### src/imu_ca_pkg.sv
`default_nettype none
package imu_ca_pkg;

    localparam int CORDIC_STEPS_DEF = 20;
    localparam int SAT_W            = 52;

    // register indexes of the configuration port
    localparam logic [2:0] REG_MODE          = 3'd0;
    localparam logic [2:0] REG_RATE_GAIN     = 3'd1;
    localparam logic [2:0] REG_YAW_RATE_GAIN = 3'd2;
    localparam logic [2:0] REG_GYRO_WEIGHT   = 3'd3;
    localparam logic [2:0] REG_YAW_DEADBAND  = 3'd4;

    // operating modes
    localparam logic [1:0] MODE_GYRO  = 2'd0;
    localparam logic [1:0] MODE_ACCEL = 2'd1;
    localparam logic [1:0] MODE_FUSE  = 2'd2;

    // angle axis select
    localparam logic [1:0] AXIS_PITCH = 2'd0;
    localparam logic [1:0] AXIS_ROLL  = 2'd1;
    localparam logic [1:0] AXIS_YAW   = 2'd2;

    localparam logic [1:0]  MODE_RST          = MODE_FUSE;
    localparam logic [31:0] RATE_GAIN_RST     = 32'd2618883;
    localparam logic [31:0] YAW_RATE_GAIN_RST = 32'd3767515;
    localparam logic [16:0] GYRO_WEIGHT_RST   = 17'd62415;
    localparam logic [16:0] WEIGHT_ONE        = 17'd65536;
    localparam logic [30:0] YAW_DEADBAND_RST  = 31'd6554;

    typedef struct packed {
        logic signed [15:0] acc_x;
        logic signed [15:0] acc_y;
        logic signed [15:0] acc_z;
        logic signed [15:0] gyro_x;
        logic signed [15:0] gyro_y;
        logic signed [15:0] gyro_z;
    } imu_ca_in_t;

    typedef struct packed {
        logic signed [31:0] pitch_deg;
        logic signed [31:0] roll_deg;
        logic signed [31:0] yaw_deg;
    } imu_ca_out_t;

    typedef struct packed {
        logic       load;
        logic       gyro_en;
        logic [1:0] axis;
        logic       crd_start;
        logic       crd_latch;
        logic       crd_sel;
        logic       blend_en;
        logic       commit;
    } imu_ca_cmd_t;

    typedef struct packed {
        logic crd_done;
        logic out_hold;
    } imu_ca_stat_t;

    // atan(2^-i) in Q16.16 degrees
    function automatic logic signed [31:0] atan_entry(input logic [4:0] idx);
        logic signed [31:0] r;
        case (idx)
            5'd0:  r = 32'sd2949120;
            5'd1:  r = 32'sd1740967;
            5'd2:  r = 32'sd919879;
            5'd3:  r = 32'sd466945;
            5'd4:  r = 32'sd234379;
            5'd5:  r = 32'sd117304;
            5'd6:  r = 32'sd58666;
            5'd7:  r = 32'sd29335;
            5'd8:  r = 32'sd14668;
            5'd9:  r = 32'sd7334;
            5'd10: r = 32'sd3667;
            5'd11: r = 32'sd1833;
            5'd12: r = 32'sd917;
            5'd13: r = 32'sd458;
            5'd14: r = 32'sd229;
            5'd15: r = 32'sd115;
            5'd16: r = 32'sd57;
            5'd17: r = 32'sd29;
            5'd18: r = 32'sd14;
            5'd19: r = 32'sd7;
            5'd20: r = 32'sd4;
            5'd21: r = 32'sd2;
            5'd22: r = 32'sd1;
            default: r = 32'sd0;
        endcase
        return r;
    endfunction

    // clamp to the signed 32-bit range
    function automatic logic signed [31:0] sat32(input logic signed [SAT_W-1:0] v);
        logic signed [31:0] r;
        if (v > SAT_W'(64'sh7FFFFFFF)) begin
            r = 32'sh7FFFFFFF;
        end else if (v < -SAT_W'(64'sh80000000)) begin
            r = 32'sh80000000;
        end else begin
            r = v[31:0];
        end
        return r;
    endfunction

endpackage
`default_nettype wire

### src/imu_ca_ctrl.sv
`default_nettype none
module imu_ca_ctrl (
    input  wire                      aclk,
    input  wire                      aresetn,
    input  wire                      in_valid,
    output logic                     in_ready,
    input  imu_ca_pkg::imu_ca_stat_t stat,
    output imu_ca_pkg::imu_ca_cmd_t  cmd
);
    localparam logic [2:0] S_IDLE   = 3'd0;
    localparam logic [2:0] S_GYRO   = 3'd1;
    localparam logic [2:0] S_CRD_P  = 3'd2;
    localparam logic [2:0] S_WAIT_P = 3'd3;
    localparam logic [2:0] S_CRD_R  = 3'd4;
    localparam logic [2:0] S_WAIT_R = 3'd5;
    localparam logic [2:0] S_BLEND  = 3'd6;
    localparam logic [2:0] S_COMMIT = 3'd7;

    logic [2:0] state_reg, state_next;
    logic [1:0] cnt_reg, cnt_next;

    // sequence one beat through gyro, two atan2 runs, blend, commit
    always_comb begin
        state_next = state_reg;
        cnt_next   = cnt_reg;
        cmd        = '0;
        cmd.axis   = cnt_reg;
        in_ready   = 1'b0;
        unique case (state_reg)
            S_IDLE: begin
                in_ready = 1'b1;
                if (in_valid) begin
                    cmd.load   = 1'b1;
                    cnt_next   = '0;
                    state_next = S_GYRO;
                end
            end
            S_GYRO: begin
                cmd.gyro_en = 1'b1;
                if (cnt_reg == imu_ca_pkg::AXIS_YAW) begin
                    state_next = S_CRD_P;
                end else begin
                    cnt_next = cnt_reg + 1'b1;
                end
            end
            S_CRD_P: begin
                cmd.crd_start = 1'b1;
                state_next    = S_WAIT_P;
            end
            S_WAIT_P: begin
                if (stat.crd_done) begin
                    cmd.crd_latch = 1'b1;
                    state_next    = S_CRD_R;
                end
            end
            S_CRD_R: begin
                cmd.crd_start = 1'b1;
                cmd.crd_sel   = 1'b1;
                state_next    = S_WAIT_R;
            end
            S_WAIT_R: begin
                cmd.crd_sel = 1'b1;
                if (stat.crd_done) begin
                    cmd.crd_latch = 1'b1;
                    cnt_next      = '0;
                    state_next    = S_BLEND;
                end
            end
            S_BLEND: begin
                cmd.blend_en = 1'b1;
                if (cnt_reg == imu_ca_pkg::AXIS_ROLL) begin
                    state_next = S_COMMIT;
                end else begin
                    cnt_next = cnt_reg + 1'b1;
                end
            end
            S_COMMIT: begin
                // hold until the output register is free
                if (!stat.out_hold) begin
                    cmd.commit = 1'b1;
                    state_next = S_IDLE;
                end
            end
            default: state_next = S_IDLE;
        endcase
    end

    always_ff @(posedge aclk) begin
        if (!aresetn) begin
            state_reg <= S_IDLE;
            cnt_reg   <= '0;
        end else begin
            state_reg <= state_next;
            cnt_reg   <= cnt_next;
        end
    end
endmodule
`default_nettype wire

### config.mk
export PLATFORM = sky130hd
export DESIGN_NAME = imu_ca_ctrl
export DESIGN_NICKNAME = d
export VERILOG_FILES = /design/src/imu_ca_pkg.sv /design/src/imu_ca_ctrl.sv
export SDC_FILE = /design/constraint.sdc
export NUM_CORES = 1
export LEC_CHECK = 0
export BUFFER_PORTS_ARGS = -buffer_cell sky130_fd_sc_hd__buf_2
export CAP_MARGIN = 20
export CORE_AREA = 2 2 39 41
export CTS_BUF_LIST = sky130_fd_sc_hd__clkbuf_8
export CTS_CLUSTER_DIAMETER = 30
export DETAILED_ROUTE_END_ITERATION = 12
export DIE_AREA = 0 0 41 43
export MAX_ROUTING_LAYER = met4
export SLEW_MARGIN = 20
export SYNTH_ARGS = -nofsm -noshare
export SYNTH_HDL_FRONTEND = slang
export SYNTH_SLANG_ARGS = --single-unit
### constraint.sdc
create_clock -name aclk -period 1.8 [get_ports aclk]
set_clock_uncertainty 0.15 [all_clocks]
set_input_delay 0.36 -clock aclk [delete_from_list [all_inputs] [get_ports aclk]]
set_output_delay 0.36 -clock aclk [all_outputs]
set_load 0.1 [all_outputs]
Yosys cells after proc, flatten, opt, wreduce, memory -nomap -nowiden --
Cells that the tools add are included.
Cells by class: equality and inequality tests 17, reduce and logical (&&, ||, !) cells 7, $add $sub $neg 1, muxes and demuxes 23
Operators by type and width (count):
- $pmux W3 S8 | 1
- $mux W3 | 6
- $ne A2 B2 Y1 const B | 8
- $eq A3 B3 Y1 const B | 4
- $mux W1 | 11
- $mux W2 | 4
- $pmux W2 S4 | 1
- $eq A3 B2 Y1 const B | 2
- $reduce_and A6 Y1 | 1
- $reduce_or A2 Y1 | 3
- $reduce_and A5 Y1 | 1
- $reduce_bool A4 Y1 | 1
- $eq A3 B1 Y1 const B | 1
- $logic_not A3 Y1 | 1
- $add A2 B1 Y2 const B | 1
- $eq A2 B1 Y1 const B | 1
- $eq A2 B2 Y1 const B | 1
Storage, ports and cells: input port bits 5, logic and storage cells 50, output and inout bits 10, flip-flop bits (word level) 5

Depth between registers and ports, before layout --
Gate-level depths: netlist of the first run.
depth in word-level cells 3, mapped depth 6, gate-level depth less buffers 6

Worst setup path after synthesis of the first run --
Ideal clock, no wire load.
path kind register to output, start register state_reg[0], end output port cmd[8] (netlist bit), required time 1.290 ns, arrival 3.530 ns, setup slack -2.240 ns, buffers on the path 1, cell stages (with the launch flop) 4, cells stage by stage dfxtp_1 > buf_2 > nor3_1 > and2_1
RTL lines:
- start, declared | line imu_ca_ctrl.sv:19 | logic [2:0] state_reg, state_next;
- start signal, assigned | line imu_ca_ctrl.sv:93 | state_reg <= state_next;
- end, declared | line imu_ca_ctrl.sv:8 | output imu_ca_pkg::imu_ca_cmd_t cmd

==> results of run 1 <==
per-stage QoR:
step | TNS [ps] | setup WS (ps)
CTS | 0 | 67.01
global placement | 0 | 148.3
global route | 0 | 25.54
finish | 0 | 90.88
floorplan | -637.1 | -424.6
detailed placement | 0 | 113.2
critical path: stages, from the launching register on:
cell and delay, ps:
dfxtp_2 370, xnor2_1 340, nor2_2 90, buf_12 180
layer usage:
metal / GRT usage, % / up-vias
li1: - / 218
met1: 16.67 / 183
met4: 10.00 / 0
met5: - / -
met2: 17.19 / 19
met3: 4.712 / 2
cells by family (layout without fill, tap and decap cells):
logic type / after synthesis / count (layout)
adders and majority gates: 2 / 2
DFF: 5 / 5
AOI/OAI and AO/OA: 11 / 11
xor gates and xnor gates: 1 / 1
muxes: 1 / 1
buffers and inverters: 9 / 25
and+or+nand+nor: 24 / 24
power by group through the flow:
stage	registers [W]	logic [W]	clock network, W
after floorplan	0.000216	0.000496	0
after global placement	0.000193	0.000708	0
after detailed placement	0.000195	0.000713	0
after CTS	0.000197	0.000714	0.000207
after global routing	0.000208	0.000750	0.000212
final	0.000199	0.000710	0.000201
cell usage after synthesis:
library cell  n  area (um2)
nand2_1       7       26.28
dfxtp_1       5       100.1
inv_1         5       18.77
nor2_1        4       15.01
nor2b_1       3       18.77
buf_6         2       22.52
ha_1          2       25.02
nor3_1        2       10.01
o21ai_0       2       10.01
a211oi_1      1       7.510
a21oi_1       1       5.000
a31oi_1       1       6.260
and2_1        1       6.260
buf_2         1       5.000
inv_2         1       3.750
mux2i_1       1       10.01
nand2_2       1       6.260
nand2b_1      1       6.260
nand3_1       1       5.000
nor3b_1       1       7.510
o211a_1       1       10.01
o22ai_1       1       6.260
o311ai_1      1       8.760
o31ai_1       1       7.510
o32a_1        1       10.01
o32ai_1       1       8.760
or2b_1        1       7.510
or3_1         1       6.260
or4_1         1       7.510
xnor2_1       1       8.760
final cells by class:
class | count | area [um2] | share of cell area, %
clock buffers | 3 | 41.29 | 6.022
repair buffers | 15 | 197.7 | 28.83
clock inverters | 1 | 3.754 | 0.5474
inverters | 6 | 22.52 | 3.285
well taps | 16 | 20.02 | 2.920
multi-input cells | 39 | 291.5 | 42.52
flip-flops and latches | 5 | 108.9 | 15.88
repair_timing:
action | in CTS | in global routing
endpoints found under the setup margin | 6 | 1
pin swaps | 0 | 0
setup buffers | 0 | 0
gates resized for setup | 3 | 1
worst min-delay path by stage:
| stage | endpoint | slack (ps) | start |
|---|---|---|---|
| global placement | cnt_reg[1] | 320 | cnt_reg[1] |
| detailed placement | cnt_reg[1] | 320 | cnt_reg[1] |
| finish | cnt_reg[1] | 290 | aresetn |
| floorplan | cnt_reg[1] | 350 | aresetn |
| CTS | cnt_reg[1] | 290 | aresetn |
| global route | state_reg[1] | 330 | aresetn |
==> metrics.md, run 1 <==
| Metric | Value |
|---|---|
| CP endpoint | `cmd[4]` |
| Total GRT Usage | `13.44%` |
| Initial Util | `28.66%` |
| Post-synthesis xor/xnor area fraction | `2.208%` |
| Cell area after layout | `685.7 um2` |
| RSZ-0062 raised after global routing | `false` |
| Area Overhead vs Synth | `72.87%` |
| GP Congestion | `0.7719` |
| # diodes | `0` |
| Largest family of logic cells by synthesized area | `simple AND/OR/NAND/NOR gates` |
| Mux cell area share after synthesis | `2.524%` |
| Post-synthesis compound-gate area fraction | `20.19%` |
| Internal Power | `0.0005328 W` |
| NetSw | `0.0005770 W` |
| Yosys warns | `0` |
| Post-Place Cell Area | `634.4 um2` |
| Antenna Nets Post-Route | `0` |
| Crit. End Element | `primary output` |
| FF-to-FF End | `state_reg[1]` |
| Total CTS buffers | `3` |
| Die X | `41 um` |
| H-Tree Level Count | `1` |
| Total gr overflow | `0` |
| Logic pwr share | `63.9%` |
| Maximum vdd ir drop | `772.3 uV` |
| Hold Path Class | `input port to flip-flop` |
| Final min period | `1709 ps` |
| Number of synthesized register bits | `5` |
| First-pass GRT wire length | `1497 um` |
| Post-DP HPWL | `703.7 um` |
| Worst skew pair latency | `220 ps` |
| Most frequent cells in the layout | `buf_12 (8), nand2_1 (7), inv_1 (6), buf_2 (6), dfxtp_2 (4)` |
| Peak Freq | `0.5851 GHz` |
| Part of the power in registers | `18.0%` |
| Fin crit share | `94.95%` |
| Top-Level Pins | `15` |
| DR WL met3 | `62 um` |
| Adder-Cell Fraction of Synth Area | `6.309%` |
| Hold WS | `291.2 ps` |
| Max-cap violations | `0` |
| Netlist Area Pre-Place | `396.6 um2` |
| Most common cell after layout, fill and taps aside | `buf_12` |
| Initial DRC Count | `2` |
| Worst EP arrival | `1200 ps` |
| First-pass DRT Iterations | `4` |
| Drt via density | `4.965` |
| Layout cells sized above 1 | `46.38%` |
| Die Span Y | `43 um` |
| CORE AREA | `1384 um2` |
| # port buffers | `14` |
| CTS tree | `yes` |
| Worst Path Required | `1290 ps` |
| Hold depth | `3` |
| DR WL/cell | `9.965 um` |
| Number of global-route vias before repair | `363` |
| Reg clk slew, reported paths | `30 ps` |
| Setup-failing EPs final | `0` |
| Slack of the worst reg-to-reg path | `350 ps` |
| Final Power | `0.001110 W` |
| Synthesized instance count | `53` |
| Power per cell area | `1619 nW/um2` |
| Hold buffers post-CTS | `0` |
| Layout Cells excl Fill | `85` |
| Crit Reg-Reg Startpoint | `state_reg[1]` |
| Final Max Slew Viols | `0` |
| Yosys cell types | `30` |
| Layout Utilization | `49.55%` |
| Crit Path Class | `flip-flop to primary output` |
| R2r worst-path depth | `4` |
| # rows | `14` |
| Met1 WL | `372 um` |
| CP Max Fanout | `10` |
| Simple-gate area share of the yosys netlist | `30.91%` |
| WL final | `847 um` |
| Post-layout net count | `77` |
| Top sig layer | `met4` |
| Final hold viol count | `0` |
| Routed met2 length | `396 um` |
| Crit. Startpoint | `state_reg[2]` |
| Vias | `422` |
| Clk pwr share | `18.1%` |
| Relative slew slack | `67.83%` |
| CTS max path bufs | `2` |
| # clock sinks | `5` |
| Post-detailed-route DRC marker count | `0` |
| Least-Margin Pin Slew | `485.9 ps` |
| Switching share of total power | `51.99%` |
| Syn_nets | `60` |
| Leakage | `0.2892 nW` |
| CTS root buf | `clkbuf_8` |
| Mean area per synthesized cell | `7.484 um2` |
| Placed cells | `81` |
| Fillcell total | `138` |
| Status | `finished, final reports clean` |
| Maximum number of pins on one net before global-route repair | `12` |
| Antenna violations before repair | `0` |
| Largest register FFs | `3` |
| Die ar. | `1763 um2` |
| Post-synthesis sequential area ratio | `25.24%` |
| Startpoint types | `flip-flop` |
Note: power is estimated with default switching activity, not from simulation.
==> run 2: changes to the inputs <==
--- a/config.mk
+++ b/config.mk
@@ -9,4 +9,5 @@
 export CAP_MARGIN = 20
+export CELL_PAD_IN_SITES_DETAIL_PLACEMENT = 0
+export CELL_PAD_IN_SITES_GLOBAL_PLACEMENT = 1
 export CORE_AREA = 2 2 39 41
-export CTS_BUF_LIST = sky130_fd_sc_hd__clkbuf_8
 export CTS_CLUSTER_DIAMETER = 30
@@ -15,2 +16,3 @@
 export MAX_ROUTING_LAYER = met4
+export PLACE_DENSITY_LB_ADDON = 0.1
 export SLEW_MARGIN = 20
==> constraint.sdc (replaced) <==
create_clock -name aclk -period 1.8 [get_ports aclk]
set_clock_uncertainty 0.15 [all_clocks]
set_input_delay 0.18 -clock aclk [delete_from_list [all_inputs] [get_ports aclk]]
set_output_delay 0.18 -clock aclk [all_outputs]
set_load 0.1 [all_outputs]
==> run 2 against run 1 <==
Effect of this change:
- final cell count unchanged
- worst hold slack got worse by 190 ps
- combinational power decreased by 4.4%
- sequential power decreased by 11%
- final area decreased by 7.3%
- first-iteration DRC count increased to 2.5 times the previous value
- clock-buffer cell count increased by 1
- total power decreased by 11%
- sequential cell count unchanged
- maximum frequency decreased by 0.67%
==> metrics.md, run 2 (same netlist as run 1, synthesis figures left out) <==
| Metric | Value |
|---|---|
| Final Power | `0.0009849 W (-11%)` |
| Layout Cells excl Fill | `85 (unchanged)` |
| Die Span Y | `43 um (unchanged)` |
| Layout cells sized above 1 | `42.03% (-4.3 points)` |
| Drt via density | `4.976 (+0.24%)` |
| Maximum number of pins on one net before global-route repair | `13 (+1)` |
| # rows | `14 (unchanged)` |
| Area Overhead vs Synth | `60.25%` |
| Maximum vdd ir drop | `664.4 uV (-14%)` |
| Total GRT Usage | `13.30% (-0.14 points)` |
| Die ar. | `1763 um2 (unchanged)` |
| Peak Freq | `0.5812 GHz (-0.67%)` |
| Post-layout net count | `77 (unchanged)` |
| CORE AREA | `1384 um2 (unchanged)` |
| # diodes | `0 (unchanged)` |
| Worst skew pair latency | `240 ps (+20 ps)` |
| CTS tree | `yes` |
| Area occupied by multi-input gates | `281.5 um2 (-3.4%)` |
| Power per cell area | `1550 nW/um2 (-4.3%)` |
| FF-to-FF End | `cnt_reg[1]` |
| Status | `finished, final reports clean` |
| Slack of the worst reg-to-reg path | `200 ps (-150 ps)` |
| Die X | `41 um (unchanged)` |
| Max-cap violations | `0 (unchanged)` |
| Post-DP HPWL | `776.5 um (+10%)` |
| Final min period | `1721 ps (+11.44 ps)` |
| Least-Margin Pin Slew | `482.8 ps (-3.119 ps)` |
| Crit path buf inv count | `1 (unchanged)` |
| Initial DRC Count | `5 (+3)` |
| Cell area after layout | `635.6 um2 (-7.3%)` |
| Met1 WL | `441 um (+19%)` |
| Top sig layer | `met3` |
| WL final | `966 um (+14%)` |
| H-Tree Level Count | `1 (unchanged)` |
| Crit Path Class | `flip-flop to primary output` |
| Relative slew slack | `68.03% (+0.21 points)` |
| RSZ-0062 raised after global routing | `false` |
| DR WL met3 | `73 um (+18%)` |
| Final Max Slew Viols | `0 (unchanged)` |
| Setup-failing EPs final | `0 (unchanged)` |
| Number of global-route vias before repair | `379 (+4.4%)` |
| Hold Crit Start | `aresetn` |
| Top-Level Pins | `15 (unchanged)` |
| Total gr overflow | `0 (unchanged)` |
| Most frequent cells in the layout | `nand2_1 (7), buf_2 (7), buf_12 (7), inv_1 (5)` |
| Post-route setup TNS | `0 ps (unchanged)` |
| First-pass GRT wire length | `1573 um (+5.1%)` |
| GP Congestion | `0.7238 (-6.2%)` |
| Antenna violations before repair | `0 (unchanged)` |
| CTS resizes | `0 (-3)` |
| Fin crit share | `95.59% (+0.64 points)` |
| CP Cell Sequence | `nand2_2, nor3_4, buf_12` |
| First-pass DRT Iterations | `4 (unchanged)` |
| Post-detailed-route DRC marker count | `0 (unchanged)` |
| CTS root buf | `clkbuf_4` |
| Fillcell total | `149 (+8.0%)` |
| Worst Path Required | `1470 ps (+180 ps)` |
| Largest stage delay, worst path | `580 ps (+210 ps)` |
| Total CTS buffers | `3 (unchanged)` |
| Hold depth | `3 (unchanged)` |
| Vias | `423 (+0.24%)` |
| Slowest CP cell | `dfxtp_1` |
| R2r worst-path depth | `3 (-1)` |
| CTS max path bufs | `2 (unchanged)` |
| # port buffers | `14 (unchanged)` |
| Hold Path Class | `input port to flip-flop` |
| Post-CTS Setup Bufs | `0 (unchanged)` |
| CP Max Fanout | `11 (+1)` |
| Hold buffers post-CTS | `0 (unchanged)` |
| Worst Hold End | `state_reg[1]` |
| Leakage | `0.2691 nW (-6.9%)` |
| Routed met2 length | `452 um (+14%)` |
| Final hold viol count | `0 (unchanged)` |
| Post-Place Cell Area | `609.3 um2 (-3.9%)` |
| Largest register FFs | `3 (unchanged)` |
| DR WL/cell | `11.36 um (+14%)` |
| # clock sinks | `5 (unchanged)` |
| Startpoint types | `flip-flop` |
| Crit Reg-Reg Startpoint | `state_reg[1]` |
| Layout Utilization | `45.93% (-3.6 points)` |
| Crit path depth | `3 (unchanged)` |
| Initial Util | `28.66% (unchanged)` |
| Placed cells | `81 (unchanged)` |
| Crit. End Element | `primary output` |
| Cell family with most CP delay | `flip-flops` |
| Antenna Nets Post-Route | `0 (unchanged)` |
| Worst EP arrival | `1390 ps (+190 ps)` |
| FF/Latch Area | `102.6 um2 (-5.7%)` |
| Reg clk slew, reported paths | `40 ps (about the same)` |
run 2: cell types whose count changed in the layout (fill, tap and decap cells not counted), moves of 2 or more:
cell	change
dfxtp_2	-2
dfxtp_1	+3
clkbuf_8	-3
clkbuf_4	+3
run 2: per-layer routing:
metal  global-route usage, %  vias to the layer above
met4                   4.000                        0
li1                        -                      215
met1                   14.89                      193
met3                   5.236                        0
met5                       -                        -
met2                   20.94                       15
run 2: per-stage QoR:
step / setup slack, ps / hold slack [ps]
5_1_grt: 10.31 / 116.9
3_5_place_dp: 207.3 / 329.0
6_report: 79.43 / 100.1
4_1_cts: 59.69 / 96.59
2_1_floorplan: -244.6 / 173.7
3_3_place_gp: 210.8 / 328.8
run 2: worst reg2reg max path, delay by kind of cell, from the launching register on:
family	cells	cell delay, ps
simple gates	1	190
flops	1	580
compound gates	2	580
run 2: worst max-delay path by stage:
stage,end,from,slack [ps]
floorplan,cmd[8],state_reg[0],-240
finish,cmd[0],state_reg[1],80
global placement,cnt_reg[1],state_reg[1],210
CTS,cmd[0],state_reg[1],60
detailed placement,state_reg[1],state_reg[1],210
global route,cmd[0],state_reg[1],10
run 2: final cells by class:
cell class	count	area share, %
clock buffer	4	4.134
multi-input combinational	39	44.29
inverter	6	3.543
timing repair buffer	15	28.74
sequential	5	16.14
tap	16	3.150
run 2: power by group:
part | leakage, nW | switching (W) | internal, W
clock network | 0.0150 | 0.0000439 | 0.0000837
registers | 0.0419 | 0.0000414 | 0.000137
logic | 0.212 | 0.000471 | 0.000208
